<file path="src/rtl/core/tpms_pkg.sv">
package tpms_pkg;

    // field widths
    localparam int unsigned COUNT_W = 32;
    localparam int unsigned PRE_W   = 9;
    localparam int unsigned MATCH_W = 17;
    localparam int unsigned REM_W   = 16;

    // search limits
    localparam int unsigned MATCH_MAX    = 65536;
    localparam int unsigned PRESCALE_MAX = 256;
    // counts at or above this have no qualifying candidate
    localparam int unsigned LARGE_LIMIT  = MATCH_MAX * (PRESCALE_MAX + 1);

    // commands from controller to datapath
    typedef struct packed {
        logic load;
        logic norm;
        logic advance;
        logic exact;
        logic out_load;
    } t_cmd;

    // status from datapath to controller
    typedef struct packed {
        logic direct;
        logic no_fit;
        logic r_ge_d;
        logic q_over;
        logic r_zero;
        logic out_free;
    } t_status;

endpackage

</file>
<file path="src/rtl/core/tpms_if.sv">
// input channel: one tick count per transaction
interface tpms_in_if;
    import tpms_pkg::*;

    logic               valid;
    logic               ready;
    logic [COUNT_W-1:0] tick_count;

    modport source (output valid, output tick_count, input ready);
    modport sink   (input valid, input tick_count, output ready);
endinterface

// result channel: prescale and match value per transaction
interface tpms_out_if;
    import tpms_pkg::*;

    logic               valid;
    logic               ready;
    logic [PRE_W-1:0]   prescale;
    logic [MATCH_W-1:0] match_value;

    modport source (output valid, output prescale, output match_value, input ready);
    modport sink   (input valid, input prescale, input match_value, output ready);
endinterface

</file>
<file path="src/rtl/core/timer_prescale_match_search_unit.sv">
// channel  | dir | payload                         | handshake
// i_tick   | in  | tick_count[31:0]                | valid/ready
// o_res    | out | prescale[8:0], match_value[16:0] | valid/ready
//
// counts up to 65536, and counts with no qualifying candidate, skip the search.
// other counts search one divisor per cycle from 65536 downward while no fold is due;
// each time the running remainder is folded back below the divisor, the fold is a step
// of its own; the search ends at an exact divisor or once the quotient passes 256.
// synchronous active-low reset clears the controller and the result valid.
// a new tick count is taken while an earlier result still waits in the output register;
// a stalled output holds the finished search until the register frees.
module timer_prescale_match_search_unit (
    input  logic        i_clk,
    input  logic        i_rst_n,
    tpms_in_if.sink     i_tick,
    tpms_out_if.source  o_res
);
    import tpms_pkg::*;

    t_cmd    cmd;
    t_status status;

    tpms_ctrl u_ctrl (
        .i_clk      (i_clk),
        .i_rst_n    (i_rst_n),
        .i_in_valid (i_tick.valid),
        .i_status   (status),
        .o_in_ready (i_tick.ready),
        .o_cmd      (cmd)
    );

    tpms_datapath u_datapath (
        .i_clk         (i_clk),
        .i_rst_n       (i_rst_n),
        .i_tick_count  (i_tick.tick_count),
        .i_cmd         (cmd),
        .i_out_ready   (o_res.ready),
        .o_status      (status),
        .o_valid       (o_res.valid),
        .o_prescale    (o_res.prescale),
        .o_match_value (o_res.match_value)
    );

endmodule

</file>
<file path="src/rtl/core/tpms_datapath.sv">
module tpms_datapath (
    input  logic                           i_clk,
    input  logic                           i_rst_n,
    input  logic [tpms_pkg::COUNT_W-1:0]   i_tick_count,
    input  tpms_pkg::t_cmd                 i_cmd,
    input  logic                           i_out_ready,
    output tpms_pkg::t_status              o_status,
    output logic                           o_valid,
    output logic [tpms_pkg::PRE_W-1:0]     o_prescale,
    output logic [tpms_pkg::MATCH_W-1:0]   o_match_value
);
    import tpms_pkg::*;

    // running division state: count = r_q * r_d + r_r
    logic [MATCH_W-1:0] r_d;
    logic [PRE_W-1:0]   r_q;
    logic [MATCH_W-1:0] r_r;
    logic               r_first;

    // best candidate so far
    logic [PRE_W-1:0]   r_best_pre;
    logic [MATCH_W-1:0] r_best_match;
    logic [REM_W-1:0]   r_best_rem;

    // result register
    logic               r_out_valid;
    logic [PRE_W-1:0]   r_out_pre;
    logic [MATCH_W-1:0] r_out_match;

    logic               better;

    assign better = r_first || (r_r[REM_W-1:0] < r_best_rem);

    // search datapath
    always_ff @(posedge i_clk) begin
        if (i_cmd.load) begin
            r_first <= 1'b1;
            r_d     <= MATCH_W'(MATCH_MAX);
            // quotient and remainder for the top candidate
            r_q     <= i_tick_count[REM_W +: PRE_W];
            r_r     <= {1'b0, i_tick_count[REM_W-1:0]};
            r_best_pre <= PRE_W'(1);
            if (o_status.direct) begin
                r_best_match <= i_tick_count[MATCH_W-1:0];
            end else begin
                r_best_match <= MATCH_W'(MATCH_MAX);
            end
        end
        // fold remainder back below the divisor
        if (i_cmd.norm) begin
            r_r <= r_r - r_d;
            r_q <= r_q + PRE_W'(1);
        end
        // exact divisor wins at once
        if (i_cmd.exact) begin
            r_best_pre   <= r_q;
            r_best_match <= r_d;
        end
        // record candidate, then step to the next lower divisor
        if (i_cmd.advance) begin
            if (better) begin
                r_best_rem   <= r_r[REM_W-1:0];
                r_best_pre   <= r_q;
                r_best_match <= r_d;
            end
            r_first <= 1'b0;
            r_d     <= r_d - MATCH_W'(1);
            r_r     <= r_r + MATCH_W'(r_q);
        end
    end

    // result register
    always_ff @(posedge i_clk) begin
        if (!i_rst_n) begin
            r_out_valid <= 1'b0;
        end else if (i_cmd.out_load) begin
            r_out_valid <= 1'b1;
        end else if (i_out_ready) begin
            r_out_valid <= 1'b0;
        end
    end

    always_ff @(posedge i_clk) begin
        if (i_cmd.out_load) begin
            r_out_pre   <= r_best_pre;
            r_out_match <= r_best_match;
        end
    end

    // status to controller
    always_comb begin
        o_status.direct   = i_tick_count <= COUNT_W'(MATCH_MAX);
        o_status.no_fit   = i_tick_count >= COUNT_W'(LARGE_LIMIT);
        o_status.r_ge_d   = r_r >= r_d;
        o_status.q_over   = r_q > PRE_W'(PRESCALE_MAX);
        o_status.r_zero   = r_r == '0;
        o_status.out_free = !r_out_valid || i_out_ready;
    end

    assign o_valid       = r_out_valid;
    assign o_prescale    = r_out_pre;
    assign o_match_value = r_out_match;

    // checks
    a_pre_range: assert property (@(posedge i_clk) disable iff (!i_rst_n)
        r_out_valid |-> (r_out_pre != '0) && (r_out_pre <= PRE_W'(PRESCALE_MAX)))
        else $error("prescale out of range");

    a_match_range: assert property (@(posedge i_clk) disable iff (!i_rst_n)
        r_out_valid |-> r_out_match <= MATCH_W'(MATCH_MAX))
        else $error("match value out of range");

    a_advance_norm: assert property (@(posedge i_clk) disable iff (!i_rst_n)
        i_cmd.advance |-> (r_r < r_d) && (r_q <= PRE_W'(PRESCALE_MAX)))
        else $error("candidate recorded with unnormalized remainder");

    a_norm_step: assert property (@(posedge i_clk) disable iff (!i_rst_n)
        i_cmd.norm |=> r_q == $past(r_q) + PRE_W'(1))
        else $error("quotient did not step on fold");

endmodule

</file>
<file path="src/rtl/core/tpms_ctrl.sv">
module tpms_ctrl (
    input  logic              i_clk,
    input  logic              i_rst_n,
    input  logic              i_in_valid,
    input  tpms_pkg::t_status i_status,
    output logic              o_in_ready,
    output tpms_pkg::t_cmd    o_cmd
);
    import tpms_pkg::*;

    localparam logic [1:0] ST_IDLE   = 2'd0;
    localparam logic [1:0] ST_SEARCH = 2'd1;
    localparam logic [1:0] ST_HOLD   = 2'd2;

    logic [1:0] r_state;
    logic [1:0] n_state;

    assign o_in_ready = r_state == ST_IDLE;

    // next state and commands
    always_comb begin
        n_state = r_state;
        o_cmd   = '0;
        case (r_state)
            ST_IDLE: begin
                if (i_in_valid) begin
                    o_cmd.load = 1'b1;
                    if (i_status.direct || i_status.no_fit) begin
                        n_state = ST_HOLD;
                    end else begin
                        n_state = ST_SEARCH;
                    end
                end
            end
            ST_SEARCH: begin
                if (i_status.r_ge_d) begin
                    o_cmd.norm = 1'b1;
                end else if (i_status.q_over) begin
                    n_state = ST_HOLD;
                end else if (i_status.r_zero) begin
                    o_cmd.exact = 1'b1;
                    n_state     = ST_HOLD;
                end else begin
                    o_cmd.advance = 1'b1;
                end
            end
            ST_HOLD: begin
                if (i_status.out_free) begin
                    o_cmd.out_load = 1'b1;
                    n_state        = ST_IDLE;
                end
            end
            default: begin
                n_state = ST_IDLE;
            end
        endcase
    end

    always_ff @(posedge i_clk) begin
        if (!i_rst_n) begin
            r_state <= ST_IDLE;
        end else begin
            r_state <= n_state;
        end
    end

    // checks
    a_load_idle: assert property (@(posedge i_clk) disable iff (!i_rst_n)
        o_cmd.load |-> r_state == ST_IDLE)
        else $error("load outside idle");

    a_trivial_hold: assert property (@(posedge i_clk) disable iff (!i_rst_n)
        (o_cmd.load && (i_status.direct || i_status.no_fit)) |=> r_state == ST_HOLD)
        else $error("direct case did not go to hold");

    a_one_cmd: assert property (@(posedge i_clk) disable iff (!i_rst_n)
        $onehot0(o_cmd))
        else $error("more than one command issued");

endmodule

</file>
<file path="src/flat_wrapper.sv">
// flat-port wrapper written by rule: the top's interface ports become plain ports
module timer_prescale_match_search_unit_flat import tpms_pkg::*;
  (i_clk, i_rst_n, i_tick_valid, i_tick_tick_count, i_tick_ready, o_res_valid, o_res_prescale, o_res_match_value, o_res_ready);
  tpms_in_if i_tick_i ();
  tpms_out_if o_res_i ();
  input  logic i_clk;
  input  logic i_rst_n;
  input wire logic [$bits(i_tick_i.valid)-1:0] i_tick_valid;
  input wire logic [$bits(i_tick_i.tick_count)-1:0] i_tick_tick_count;
  output wire logic [$bits(i_tick_i.ready)-1:0] i_tick_ready;
  output wire logic [$bits(o_res_i.valid)-1:0] o_res_valid;
  output wire logic [$bits(o_res_i.prescale)-1:0] o_res_prescale;
  output wire logic [$bits(o_res_i.match_value)-1:0] o_res_match_value;
  input wire logic [$bits(o_res_i.ready)-1:0] o_res_ready;
  assign i_tick_i.valid = i_tick_valid;
  assign i_tick_i.tick_count = i_tick_tick_count;
  assign i_tick_ready = i_tick_i.ready;
  assign o_res_valid = o_res_i.valid;
  assign o_res_prescale = o_res_i.prescale;
  assign o_res_match_value = o_res_i.match_value;
  assign o_res_i.ready = o_res_ready;
  timer_prescale_match_search_unit u_core (.i_clk(i_clk), .i_rst_n(i_rst_n), .i_tick(i_tick_i), .o_res(o_res_i));
endmodule
</file>
<file path="config.mk">
export PLATFORM = sky130hd
export DESIGN_NAME = timer_prescale_match_search_unit_flat
export DESIGN_NICKNAME = d
export VERILOG_FILES = /design/src/rtl/core/tpms_pkg.sv /design/src/rtl/core/tpms_if.sv /design/src/rtl/core/timer_prescale_match_search_unit.sv /design/src/rtl/core/tpms_datapath.sv /design/src/rtl/core/tpms_ctrl.sv /design/src/flat_wrapper.sv
export SDC_FILE = /design/constraint.sdc
export NUM_CORES = 1
export LEC_CHECK = 0
export BUFFER_PORTS_ARGS = -buffer_cell sky130_fd_sc_hd__clkbuf_2
export CORE_MARGIN = 1
export CORE_UTILIZATION = 64
export DETAILED_ROUTE_END_ITERATION = 8
export HOLD_SLACK_MARGIN = 0.06
export MAX_ROUTING_LAYER = met4
export PLACE_DENSITY = 0.91
export RECOVER_POWER = 100
export REMOVE_ABC_BUFFERS = 1
export SKIP_LAST_GASP = 1
export SYNTH_ARGS = -nofsm -noshare
export SYNTH_HDL_FRONTEND = slang
export SYNTH_HIERARCHICAL = 1
export SYNTH_SLANG_ARGS = --single-unit
export TNS_END_PERCENT = 100
</file>
<file path="constraint.sdc">
create_clock -name i_clk -period 9.44 [get_ports i_clk]
set_clock_uncertainty 0.1 [all_clocks]
set_input_delay 1.416 -clock i_clk [delete_from_list [all_inputs] [get_ports i_clk]]
set_output_delay 1.416 -clock i_clk [all_outputs]
set_load 0.05 [all_outputs]
</file>
-- Word-level counts from Yosys, hierarchy flattened
Index checks and enable logic that the tools add are counted.
- equality and inequality tests: 6
- multiplexer cells: 35
- add/sub/neg operators: 4
- div/mod/pow operators: 0
- shifts and indexed selects: 0
- $lt $le $gt $ge: 5
- reduce and logical (&&, ||, !) cells: 12
- multipliers: 0
- bitwise operators: 0
- operators with widths (cell ; count):
    $mux W17 ; 10
    $mux W9 ; 6
    $ge A32 B25 Y1 const B ; 1
    $le A32 B17 Y1 const B ; 1
    $add A17 B9 Y17 ; 1
    $ge A17 B17 Y1 ; 1
    $logic_not A17 Y1 ; 1
    $sub A17 B1 Y17 const B ; 1
    $sub A17 B17 Y17 ; 1
    $lt A16 B16 Y1 ; 1
    $mux W2 ; 8
    $add A9 B1 Y9 const B ; 1
    $gt A9 B9 Y1 const B ; 1
    $mux W1 ; 9
    $pmux W2 S3 ; 1
    $reduce_bool A2 Y1 ; 3
    $ne A2 B2 Y1 const B ; 2
    $reduce_and A4 Y1 ; 1
    $logic_or A1 B1 Y1 ; 3
    $mux W3 ; 1
    $ne A3 B1 Y1 const B ; 1
    $reduce_bool A3 Y1 ; 1
    $eq A2 B1 Y1 const B ; 1
    $eq A2 B2 Y1 const B ; 1
    other kinds (4) ; 4
- latch bits: 0
- bits in registers: 115
- RAM bits: 0
- logic and storage cells: 73
- memories: 0
- ROM bits: 0

-- Depth between registers and ports, before layout
Gate-level depths: netlist (run 1).
- depth in word-level cells: 8
- mapped depth: 17

-- Modules after synthesis
The synthesis (run 1) kept the hierarchy.
- modules (own cells, without submodules) (module ; cells each ; instances ; seq. area each (um^2) ; area each (um^2)):
    tpms_datapath ; 617 ; 1 ; 3113.0 ; 6459.9
    tpms_ctrl ; 24 ; 1 ; 40.0 ; 171.4

-- Least setup slack after synthesis (run 1)
Ideal clock, no wire load.
- path type: reg-to-reg
- start point: register u_core.u_datapath.r_d[8]
- end point: register u_core.u_datapath.r_best_rem[0], enable pin
- library setup time: 373 ps
- data required time: 8967 ps
- path slack: 5626 ps
- arrival: 3340 ps
- period minus slack after synthesis: 3814 ps
- stages on the path, launching flop included: 14
- path through: edfxtp_1 > inv_1 > ha_1 > buf_2 > a21oi_1 > o21ai_0 > a31oi_1 > o31ai_2 > a211oi_1 > o21ai_0 > nor4_1 > clkbuf_1 > clkbuf_1 > o21a_1
- RTL lines (item ; RTL line ; text):
    start, declared ; tpms_datapath.sv:15 ; logic [MATCH_W-1:0] r_d;
    start signal, assigned ; tpms_datapath.sv:38 ; r_d <= MATCH_W'(MATCH_MAX);
    start signal, assigned ; tpms_datapath.sv:67 ; r_d <= r_d - MATCH_W'(1);
    end signal, assigned ; tpms_datapath.sv:62 ; r_best_rem <= r_r[REM_W-1:0];
    end, declared ; tpms_datapath.sv:23 ; logic [REM_W-1:0] r_best_rem;

==> results.py, run 1 <==
metrics = {
    "synth": {
        "synth_area_leaders": "edfxtp_1 (38%), dfxtp_1 (9.1%), ha_1 (8.3%), xnor2_1 (4.2%), a21oi_1 (3.2%)",
        "ys_seq_elements": 115,
        "yosys-top-cells-count": "edfxtp_1 (85), nand2_1 (55), nor2_1 (52)",
        "synth_edf_count": 85,
        "syn_area_mm2": 0.00663,
        "synth_top_area_share_pct": 38.5,
        "syn_avg_cell_area_um2": 10.3,
        "synth_warnings": 6,
        "yosysSeqAreaShare_pct": 47.5,
        "ys.flop_type": "edfxtp_1",
        "yosysMostFrequentCell": "edfxtp_1",
        "netlist_instances": 641,
        "synth_cell_types": 66,
        "synthArstFlopShare_pct": 0,
        "yosys.area.top_type": "edfxtp_1",
    },
    "placement": {
        "hpwl_um": 11700,
        "place.gp.congestion": 0.941,
        "dpl_cell_area_mm2": 0.00702,
        "io_buffers": 63,
    },
    "worst_setup_path": {
        "crit_required_ns": 9.79,
        "r2r_start": "u_core/u_datapath/r_r[1]",
        "critPathCaptureType": "flop",
        "critPathMaxStageDelay_ns": 1.12,
        "critical_path_arrival_ns": 6.67,
        "slowest_stage": "clkbuf_1",
        "worst-setup-path-type": "reg -> reg",
        "crit_fanout": 52,
        "worstPathCellList": "ha_1 -> nor2b_1 -> o2111ai_1 -> and3_1 -> o31ai_1 -> a211oi_1 -> o21ai_0 -> nor4_2 -> clkbuf_1 -> inv_1 -> a2111oi_0 -> a211o_1 -> buf_4 -> a221oi_1 -> a21oi_2",
        "startpoint": "u_core/u_datapath/r_r[1]",
        "critPathLaunchType": "flop",
    },
    "route": {
        "met1_length_um": 6710,
        "wl_met3_um": 1240,
        "drt-total-wl_um": 16500,
        "initialDrtViolationCount": 286,
        "wl_per_cell_um": 19.4,
        "maxUsedRoutingLayer": "met4",
        "viasPerCell": 6.23,
        "ant_nets": 0,
        "dr.pass1.iters": 5,
        "drc": 0,
        "num_vias": 5291,
        "wl_met2_um": 7790,
    },
    "power_and_ir_drop": {
        "leakagePower_nw": 2.84,
        "p_per_area_mw_per_mm2": 241,
        "ir_drop_mv": 0.171,
    },
    "global_routing": {
        "antenna_found_initial": 0,
        "grt_pass1_vias": 5314,
        "grt_max_degree": 53,
        "grt_pass1_wl_um": 26600,
        "grt_usage_pct": 33.0,
        "gr-total-overflow": 0,
    },
    "floorplanning": {
        "core_area_mm2": 0.00991,
        "start_util_pct": 66.9,
        "placement_rows": 36,
        "die_w_um": 104,
        "die_h_um": 104,
        "boundaryPins": 64,
        "dieArea_mm2": 0.0108,
    },
    "layout": {
        "seqCellArea_mm2": 0.00315,
        "fin_area_mm2": 0.00751,
        "final_nets": 786,
        "layout-drive-gt1-share_pct": 12.0,
        "multi_input_area_mm2": 0.00317,
        "num_antenna_cells": 0,
        "postLayoutCoreUtil_pct": 75.8,
        "fillers": 667,
        "syn_to_final_growth_pct": 13.3,
    },
    "clock_network": {
        "clock-sinks": 115,
        "clk_pin_slew_ns": 0.05,
        "cts-buffers-inserted": 17,
        "cts_root_buffer": "clkbuf_8",
        "h-tree-depth": 4,
        "hold_buffers": 0,
        "cts_setup_buffers": 0,
        "cts_max_path_buffers": 2,
        "cts_tree": "yes",
        "clk_latency_ns": 0.52,
        "cts_resized": 0,
    },
    "min_path": {
        "worst_hold_path_type": "reg -> reg",
        "worstHoldStart": "u_core/u_datapath/r_best_match[0]",
    },
    "timing": {
        "fin_crit_sh_pct": 66.9,
        "tns_ns": 0,
        "rsz0062_at_grt": "false",
        "period_minus_slack_ns": 6.32,
        "relSlewSlack_pct": -11.6,
        "hold_viol": 0,
        "drv_slew": 28,
        "timing.fmax_mhz": 158,
        "worst_pin_slew_ns": 1.67,
        "setup_violations": 0,
    },
    "status": {
        "violations": "max-capacitance violations, max-slew violations",
        "status": "complete, but fails checks",
    },
    "flow_run": {
        "cap_violations": 2,
    },
}
## logic make-up after synthesis
| group | Yosys count | synth area share, % |
|---|---|---|
| fa+ha+maj | 46 | 8.91 |
| compound gates | 164 | 17.1 |
| xor+xnor | 44 | 5.81 |
| buf+inv | 69 | 4.68 |
| mux | 12 | 1.85 |
| flops | 115 | 47.5 |
| simple gates | 191 | 14.2 |
## worst paths after layout
kind | depth (start not counted) | to | slack [ns]
worst max-delay path | 15 | u_core/u_datapath/r_best_match[7] | 3.12
worst min-delay path | 0 | u_core/u_datapath/o_match_value[0] | 0.33
worst max register to register | 15 | u_core/u_datapath/r_best_match[7] | 3.12
worst min register to register | 0 | u_core/u_datapath/o_match_value[0] | 0.33
## per-stage QoR
step | setup slack (ns) | power, mW | instances | hold slack (ns)
CTS | 4.39 | 1.82 | 849 | 0.329
global placement | 4.72 | 1.20 | 818 | 0.308
floorplan | 1.93 | 1.08 | 617 | 0.303
global route | 2.65 | 1.90 | 849 | 0.341
detailed placement | 4.44 | 1.21 | 818 | 0.316
finish | 3.12 | 1.81 | 849 | 0.330
## sequential cells by signal, summed over array words and instances, names as in the netlist
name	cells
u_core/u_ctrl/r_state	2
u_core/u_datapath/r_best_pre	9
u_core/u_datapath/o_prescale	9
u_core/u_datapath/r_q	9
u_core/u_datapath/r_first	1
u_core/u_datapath/r_r	17
u_core/u_datapath/o_valid	1
u_core/u_datapath/o_match_value	17
u_core/u_datapath/r_best_match	17
u_core/u_datapath/r_best_rem	16
u_core/u_datapath/r_d	17
## critical path: cells and delay by family (launching register included)
kind / cells / cell delay, ns
AOI/OAI and AO/OA: 8 / 2.16
adders and majority gates: 1 / 0.36
buffers and inverters: 3 / 2.44
DFF: 1 / 0.56
and+or+nand+nor: 3 / 0.62
## where the power goes
group	leakage (nW)	total (mW)	internal (mW)	switching [mW]
Clock	0.271	0.596	0.392	0.205
Combinational	1.52	0.497	0.181	0.316
Sequential	1.05	0.719	0.647	0.0719
## routing by layer
layer | global-route usage (%) | vias up
li1 | - | 2498
met1 | 38.8 | 2484
met2 | 52.3 | 248
met3 | 8.94 | 61
met4 | 16.9 | 0
met5 | - | -
## cells in the final DEF (no fill, tap or decap), types with 5 or more instances in the layout
cell and instances:
ha_1 44, nand4_1 8, a221oi_1 19, nor3_1 12, nand2b_1 5, mux2i_1 10, nand2_1 55, o21ai_1 6
and3_1 6, a21o_1 8, clkbuf_1 36, xor2_1 12, clkbuf_2 35, a211oi_1 7, a31oi_1 5, clkbuf_16 16
dfxtp_1 30, a21oi_2 10, inv_1 45, nor2_1 51, nor2b_1 6, a21oi_1 43, nor4_1 12, o21ai_0 30
xnor2_1 32, edfxtp_1 85, nand3_1 15
## layout make-up
cell class,count,area share [%]
clock buffers,25,6.31
clock inverters,6,1.03
inverters,45,2.25
multi-input cells,457,42.2
flip-flops and latches,115,42.0
well taps,133,2.21
repair buffers,68,4.08
No activity file was read; power rests on OpenSTA's default activity.
==> run 2: changes to the inputs <==
Settings changed: ABC_AREA set to 1, CORE_UTILIZATION 64 to 55, PLACE_DENSITY 0.91 to 0.83.
Clock period 9.44 ns to 5.2 ns, I/O delays scaled along.
==> results.py, run 2 <==
metrics = {
    "route": {
        "drc": 0,
        "dr.pass1.iters": 6,
        "drt-total-wl_um": 18400,
        "wl_per_cell_um": 15.6,
        "num_vias": 6437,
        "initialDrtViolationCount": 625,
        "ant_nets": 0,
        "viasPerCell": 5.46,
    },
    "floorplanning": {
        "start_util_pct": 56.8,
        "placement_rows": 41,
        "dieArea_mm2": 0.0136,
        "die_w_um": 117,
        "boundaryPins": 64,
        "die_h_um": 117,
        "core_area_mm2": 0.0127,
    },
    "worst_setup_path": {
        "reg2reg_to": "u_core/u_datapath/r_best_rem[9]",
        "r2r_start": "u_core/u_datapath/r_r[2]",
        "crit_required_ns": 5.16,
        "crit_fanout": 27,
        "slowest_stage": "clkbuf_1",
        "critPathMaxStageDelay_ns": 0.60,
        "critPathLaunchType": "flop",
        "r2r_cells": 13,
        "reg2reg_slack_ns": 1.02,
        "worstPathCellList": "ha_1 -> a21oi_1 -> o21ai_0 -> nand3_1 -> nand2_1 -> nand3_1 -> nand2_1 -> nand3_1 -> nand2_1 -> nor4_1 -> clkbuf_1 -> nand2_8 -> inv_1",
        "critical_path_arrival_ns": 4.14,
        "startpoint": "u_core/u_datapath/r_r[2]",
        "critPathCaptureType": "flop",
        "worst-setup-path-type": "reg -> reg",
        "cp-endpoint": "u_core/u_datapath/r_best_rem[9]",
    },
    "global_routing": {
        "grt_pass1_vias": 5877,
        "grt_pass1_wl_um": 29700,
        "grt_max_degree": 34,
        "gr-total-overflow": 0,
        "antenna_found_initial": 0,
        "grt_usage_pct": 30.3,
    },
    "clock_network": {
        "cts_resized": 0,
        "clk_pin_slew_ns": 0.05,
        "cts_tree": "yes",
        "cts_root_buffer": "clkbuf_16",
        "cts_max_path_buffers": 2,
        "cts-buffers-inserted": 17,
        "clk_latency_ns": 0.43,
        "h-tree-depth": 4,
        "cts_setup_buffers": 0,
        "clock-sinks": 115,
        "hold_buffers": 0,
    },
    "synth": {
        "synth_area_leaders": "edfxtp_1 (35%), nand2_1 (12%), dfxtp_1 (8.3%), ha_1 (7.6%), inv_1 (6.7%)",
        "yosysSeqAreaShare_pct": 43.6,
        "syn_area_mm2": 0.00723,
        "synth_cell_types": 44,
        "synth_warnings": 6,
        "synth_top_area_share_pct": 35.3,
        "yosys-top-cells-count": "nand2_1 (236), inv_1 (129), edfxtp_1 (85)",
        "ys_seq_elements": 115,
        "synth_edf_count": 85,
        "yosys.area.top_type": "edfxtp_1",
        "netlist_instances": 925,
        "synthArstFlopShare_pct": 0,
        "syn_avg_cell_area_um2": 7.82,
        "ys.flop_type": "edfxtp_1",
        "yosysMostFrequentCell": "nand2_1",
    },
    "placement": {
        "hpwl_um": 13800,
        "dpl_cell_area_mm2": 0.00772,
        "numPlacedInstances": 1147,
        "pre_cts_slack_ns": 1.18,
        "io_buffers": 63,
        "place.gp.congestion": 1.00,
    },
    "layout": {
        "layout_commonest_cell": "nand2_1",
        "final_nets": 1076,
        "final_cell_mix": "nand2_1 (237), inv_1 (129), edfxtp_1 (85), nor2_1 (81), a21oi_1 (73)",
        "layout-drive-gt1-share_pct": 9.15,
        "fin_area_mm2": 0.00827,
        "num_antenna_cells": 0,
        "fillers": 1117,
        "syn_to_final_growth_pct": 14.4,
        "instances_no_fill": 1178,
    },
    "timing": {
        "drv_slew": 28,
        "setup_violations": 0,
        "timing.fmax_mhz": 239,
        "worst_pin_slew_ns": 1.53,
        "rsz0062_at_grt": "false",
        "period_minus_slack_ns": 4.18,
        "fin_crit_sh_pct": 80.3,
        "hold_viol": 0,
        "relSlewSlack_pct": -2.07,
        "postLayoutSetupSlackWorst_ns": 1.02,
    },
    "min_path": {
        "worst_hold_path_type": "reg -> reg",
        "worstHoldStart": "u_core/u_datapath/r_best_match[2]",
    },
    "status": {
        "violations": "max-capacitance violations, max-slew violations",
        "status": "complete, but fails checks",
    },
    "power_and_ir_drop": {
        "leakagePower_nw": 3.90,
        "ir_drop_mv": 0.273,
        "p_per_area_mw_per_mm2": 331,
    },
    "flow_run": {
        "cap_violations": 1,
    },
}
==> run 2: cell count changes in the layout (fill, tap and decap cells not counted), moves of 6 or more <==
cell	change
a211oi_1	-7
a21oi_1	+30
a21oi_2	-8
a221oi_1	-19
and3_1	-6
inv_1	+84
mux2i_1	-10
nand2_1	+182
nand3_1	+54
nor2_1	+30
nor2b_1	-6
o21ai_0	+33
xnor2_1	-29
==> run 2: cells by family (layout without fill, tap and decap cells) <==
family / count (synthesis) / count (layout) / synth area share, %
compound gates: 157 / 157 / 11.8
xor+xnor: 18 / 18 / 2.18
fa+ha+maj: 46 / 46 / 8.17
buf+inv: 157 / 238 / 8.60
flops: 115 / 115 / 43.6
simple gates: 432 / 432 / 25.7
==> run 2: worst max-delay path, delay by kind of cell (launching register included) <==
family | cells | cell delay [ns]
simple gates | 8 | 1.38
buf+inv | 2 | 1.15
fa+ha+maj | 1 | 0.37
compound gates | 2 | 0.33
flops | 1 | 0.47
==> run 2: through the flow <==
stage | hold WS (ns) | total power [mW] | utilization [%] | TNS [ns]
detailed placement | 0.319 | 1.52 | 60.7 | 0
global route | 0.342 | 2.85 | 65.0 | 0
global placement | 0.313 | 1.51 | 60.7 | 0
floorplan | 0.303 | 1.39 | - | -227.06
CTS | 0.326 | 2.75 | 65.7 | 0
finish | 0.327 | 2.74 | 65.0 | 0
==> run 2: cell type report <==
type                       instances  area [um^2]  area share (%)
multi-input combinational        653         3450            41.7
clock buffer                      23          510            6.17
sequential                       115         3150            38.1
tap                              172          215            2.60
clock inverter                     8          121            1.47
timing repair buffer              71          314            3.80
inverter                         136          510            6.17
==> run 2: how the worst min path moves through the flow <==
stage,depth (start not counted),slack (ns),to
detailed placement,0,0.32,u_core/u_datapath/o_match_value[13]
global placement,0,0.31,u_core/u_datapath/o_match_value[7]
finish,0,0.33,u_core/u_datapath/o_match_value[2]
floorplan,0,0.30,u_core/u_datapath/o_match_value[16]
CTS,0,0.33,u_core/u_datapath/o_match_value[2]
global route,0,0.34,u_core/u_datapath/o_match_value[2]
==> run 2: power by group <==
group | internal, mW | switching [mW] | total [mW] | leakage [nW]
clock | 0.830 | 0.408 | 1.24 | 0.309
combinational | 0.124 | 0.300 | 0.424 | 2.54
sequential | 1.04 | 0.0404 | 1.08 | 1.05
total | 1.99 | 0.749 | 2.74 | 3.90
==> run 2: layer usage <==
layer,vias to the layer above,global-route usage [%],routed length (um)
li1,3207,-,-
met1,2942,37.2,7930
met2,255,48.4,8810
met3,33,7.01,1330
met4,0,11.8,351
met5,-,-,0
==> run 3: changes to the inputs <==
Settings changed: ABC_AREA 1 to 0, CORE_UTILIZATION 55 to 60, PLACE_DENSITY 0.83 to 0.87.
Clock period 5.2 ns to 4 ns, I/O delays scaled along.
==> results.py, run 3 (synthesis gave the netlist of run 1 again) <==
metrics = {
    "global_routing": {
        "grt_max_degree": 53,
        "grt_usage_pct": 32.8,
        "antenna_found_initial": 0,
        "grt_pass1_wl_um": 27300,
        "grt_pass1_vias": 5502,
        "gr-total-overflow": 0,
    },
    "worst_setup_path": {
        "critical_path_arrival_ns": 3.97,
        "critPathLaunchType": "flop",
        "crit_required_ns": 4.16,
        "critPathCaptureType": "flop",
        "worst-setup-path-type": "reg -> reg",
        "startpoint": "u_core/u_datapath/r_d[2]",
        "cp-endpoint": "u_core/u_datapath/r_r[10]",
        "r2r_cells": 13,
        "reg2reg_to": "u_core/u_datapath/r_r[10]",
        "crit_fanout": 42,
        "reg2reg_slack_ns": 0.19,
        "r2r_start": "u_core/u_datapath/r_d[2]",
    },
    "placement": {
        "dpl_cell_area_mm2": 0.00716,
        "place.gp.congestion": 0.958,
        "hpwl_um": 12000,
        "numPlacedInstances": 840,
        "io_buffers": 63,
    },
    "route": {
        "num_vias": 5440,
        "ant_nets": 0,
        "wl_per_cell_um": 19.8,
        "viasPerCell": 6.22,
        "drt-total-wl_um": 17300,
        "initialDrtViolationCount": 367,
        "dr.pass1.iters": 5,
        "drc": 0,
    },
    "layout": {
        "layout_commonest_cell": "edfxtp_1",
        "fillers": 796,
        "num_antenna_cells": 0,
        "fin_area_mm2": 0.00768,
        "final_cell_mix": "edfxtp_1 (85), nand2_1 (55), nor2_1 (51), inv_1 (45), ha_1 (44)",
        "syn_to_final_growth_pct": 15.8,
        "final_nets": 803,
        "instances_no_fill": 874,
        "layout-drive-gt1-share_pct": 15.3,
    },
    "clock_network": {
        "clk_pin_slew_ns": 0.06,
        "cts_max_path_buffers": 2,
        "cts-buffers-inserted": 17,
        "hold_buffers": 0,
        "clock-sinks": 115,
        "cts_tree": "yes",
        "h-tree-depth": 4,
        "clk_latency_ns": 0.53,
        "cts_root_buffer": "clkbuf_8",
    },
    "status": {
        "status": "complete, but fails checks",
        "violations": "max-capacitance violations, max-slew violations",
    },
    "timing": {
        "relSlewSlack_pct": -16.3,
        "worst_pin_slew_ns": 1.75,
        "setup_violations": 0,
        "holdWs_ns": 0.248,
        "timing.fmax_mhz": 263,
        "hold_viol": 0,
        "fin_crit_sh_pct": 95.2,
        "period_minus_slack_ns": 3.81,
        "tns_ns": 0,
        "rsz0062_at_grt": "false",
        "drv_slew": 28,
    },
    "min_path": {
        "worst_hold_path_type": "in -> reg",
        "whs_path_depth": 3,
    },
    "floorplanning": {
        "boundaryPins": 64,
        "dieArea_mm2": 0.0115,
        "placement_rows": 38,
        "die_w_um": 107,
        "start_util_pct": 61.4,
        "die_h_um": 107,
        "core_area_mm2": 0.0108,
    },
    "flow_run": {
        "cap_violations": 1,
    },
    "power_and_ir_drop": {
        "p_per_area_mw_per_mm2": 565,
        "ir_drop_mv": 0.357,
        "leakagePower_nw": 2.92,
    },
}
run 3: changes by cell type in the layout (fill, tap and decap cells not counted), sizes merged, moves of 23 or more:
cell	delta
a21oi	-23
nand3	-57
nor2	-33
o21ai	-30
inv	-81
nand2	-188
xnor2	+29
run 3: timing repair:
item                                    in CTS  in global routing
buffers inserted                             0                  2
endpoints found under the setup margin       0                 59
resized for setup                            0                  4
run 3: worst min path at each step:
stage	start	end	slack (ns)
CTS	i_rst_n	u_core/u_ctrl/r_state[0]	0.22
global route	i_rst_n	u_core/u_ctrl/r_state[0]	0.24
floorplan	u_core/u_datapath/r_best_match[16]	u_core/u_datapath/o_match_value[16]	0.30
finish	i_rst_n	u_core/u_ctrl/r_state[0]	0.25
global placement	u_core/u_datapath/r_best_match[16]	u_core/u_datapath/o_match_value[16]	0.31
detailed placement	u_core/u_datapath/r_best_match[16]	u_core/u_datapath/o_match_value[16]	0.32
run 3: final cells by class:
type,instances,area (um^2),area share (%)
sequential,115,3150,41.0
tap,140,175,2.28
clock inverter,14,123,1.60
multi-input combinational,457,3190,41.5
clock buffer,18,428,5.57
inverter,45,169,2.20
timing repair buffer,85,445,5.80
run 3: metrics by stage:
step	util [%]	power, mW	worst slack [ns]
final	71.2	4.34	0.193
after detailed placement	66.4	2.91	0.118
after global routing	71.2	4.53	0.0275
after CTS	71.5	4.34	0.0467
after global placement	66.4	2.86	0.380
after floorplan	-	2.55	-3.51
run 3: metal layers:
metal  share of wire, %  wire (um)  global-route usage (%)  vias up
met5                  0          0                       -        -
met4                3.8        655                    16.2        0
met3                7.3       1270                    8.45       55
met2                 48       8380                    53.1      261
met1                 40       6990                    38.0     2584
li1                   -          -                       -     2540
run 3: critical path, cell delays in order, from the launching register on:
cell and delay, ns:
edfxtp_1 0.45, inv_1 0.15, ha_1 0.39, o2111ai_1 0.13, and3_1 0.22, o31ai_2 0.39
a211oi_1 0.19, o21ai_1 0.30, buf_4 0.20, and2_0 0.19, buf_12 0.24, nor2b_1 0.08
a311oi_1 0.41, a21oi_1 0.07
run 3: report_power, final:
| group | switching [mW] | total (mW) | leakage [nW] | internal [mW] |
|---|---|---|---|---|
| registers | 0.158 | 1.68 | 1.05 | 1.52 |
| logic | 0.788 | 1.24 | 1.60 | 0.452 |
| clock network | 0.571 | 1.42 | 0.270 | 0.844 |
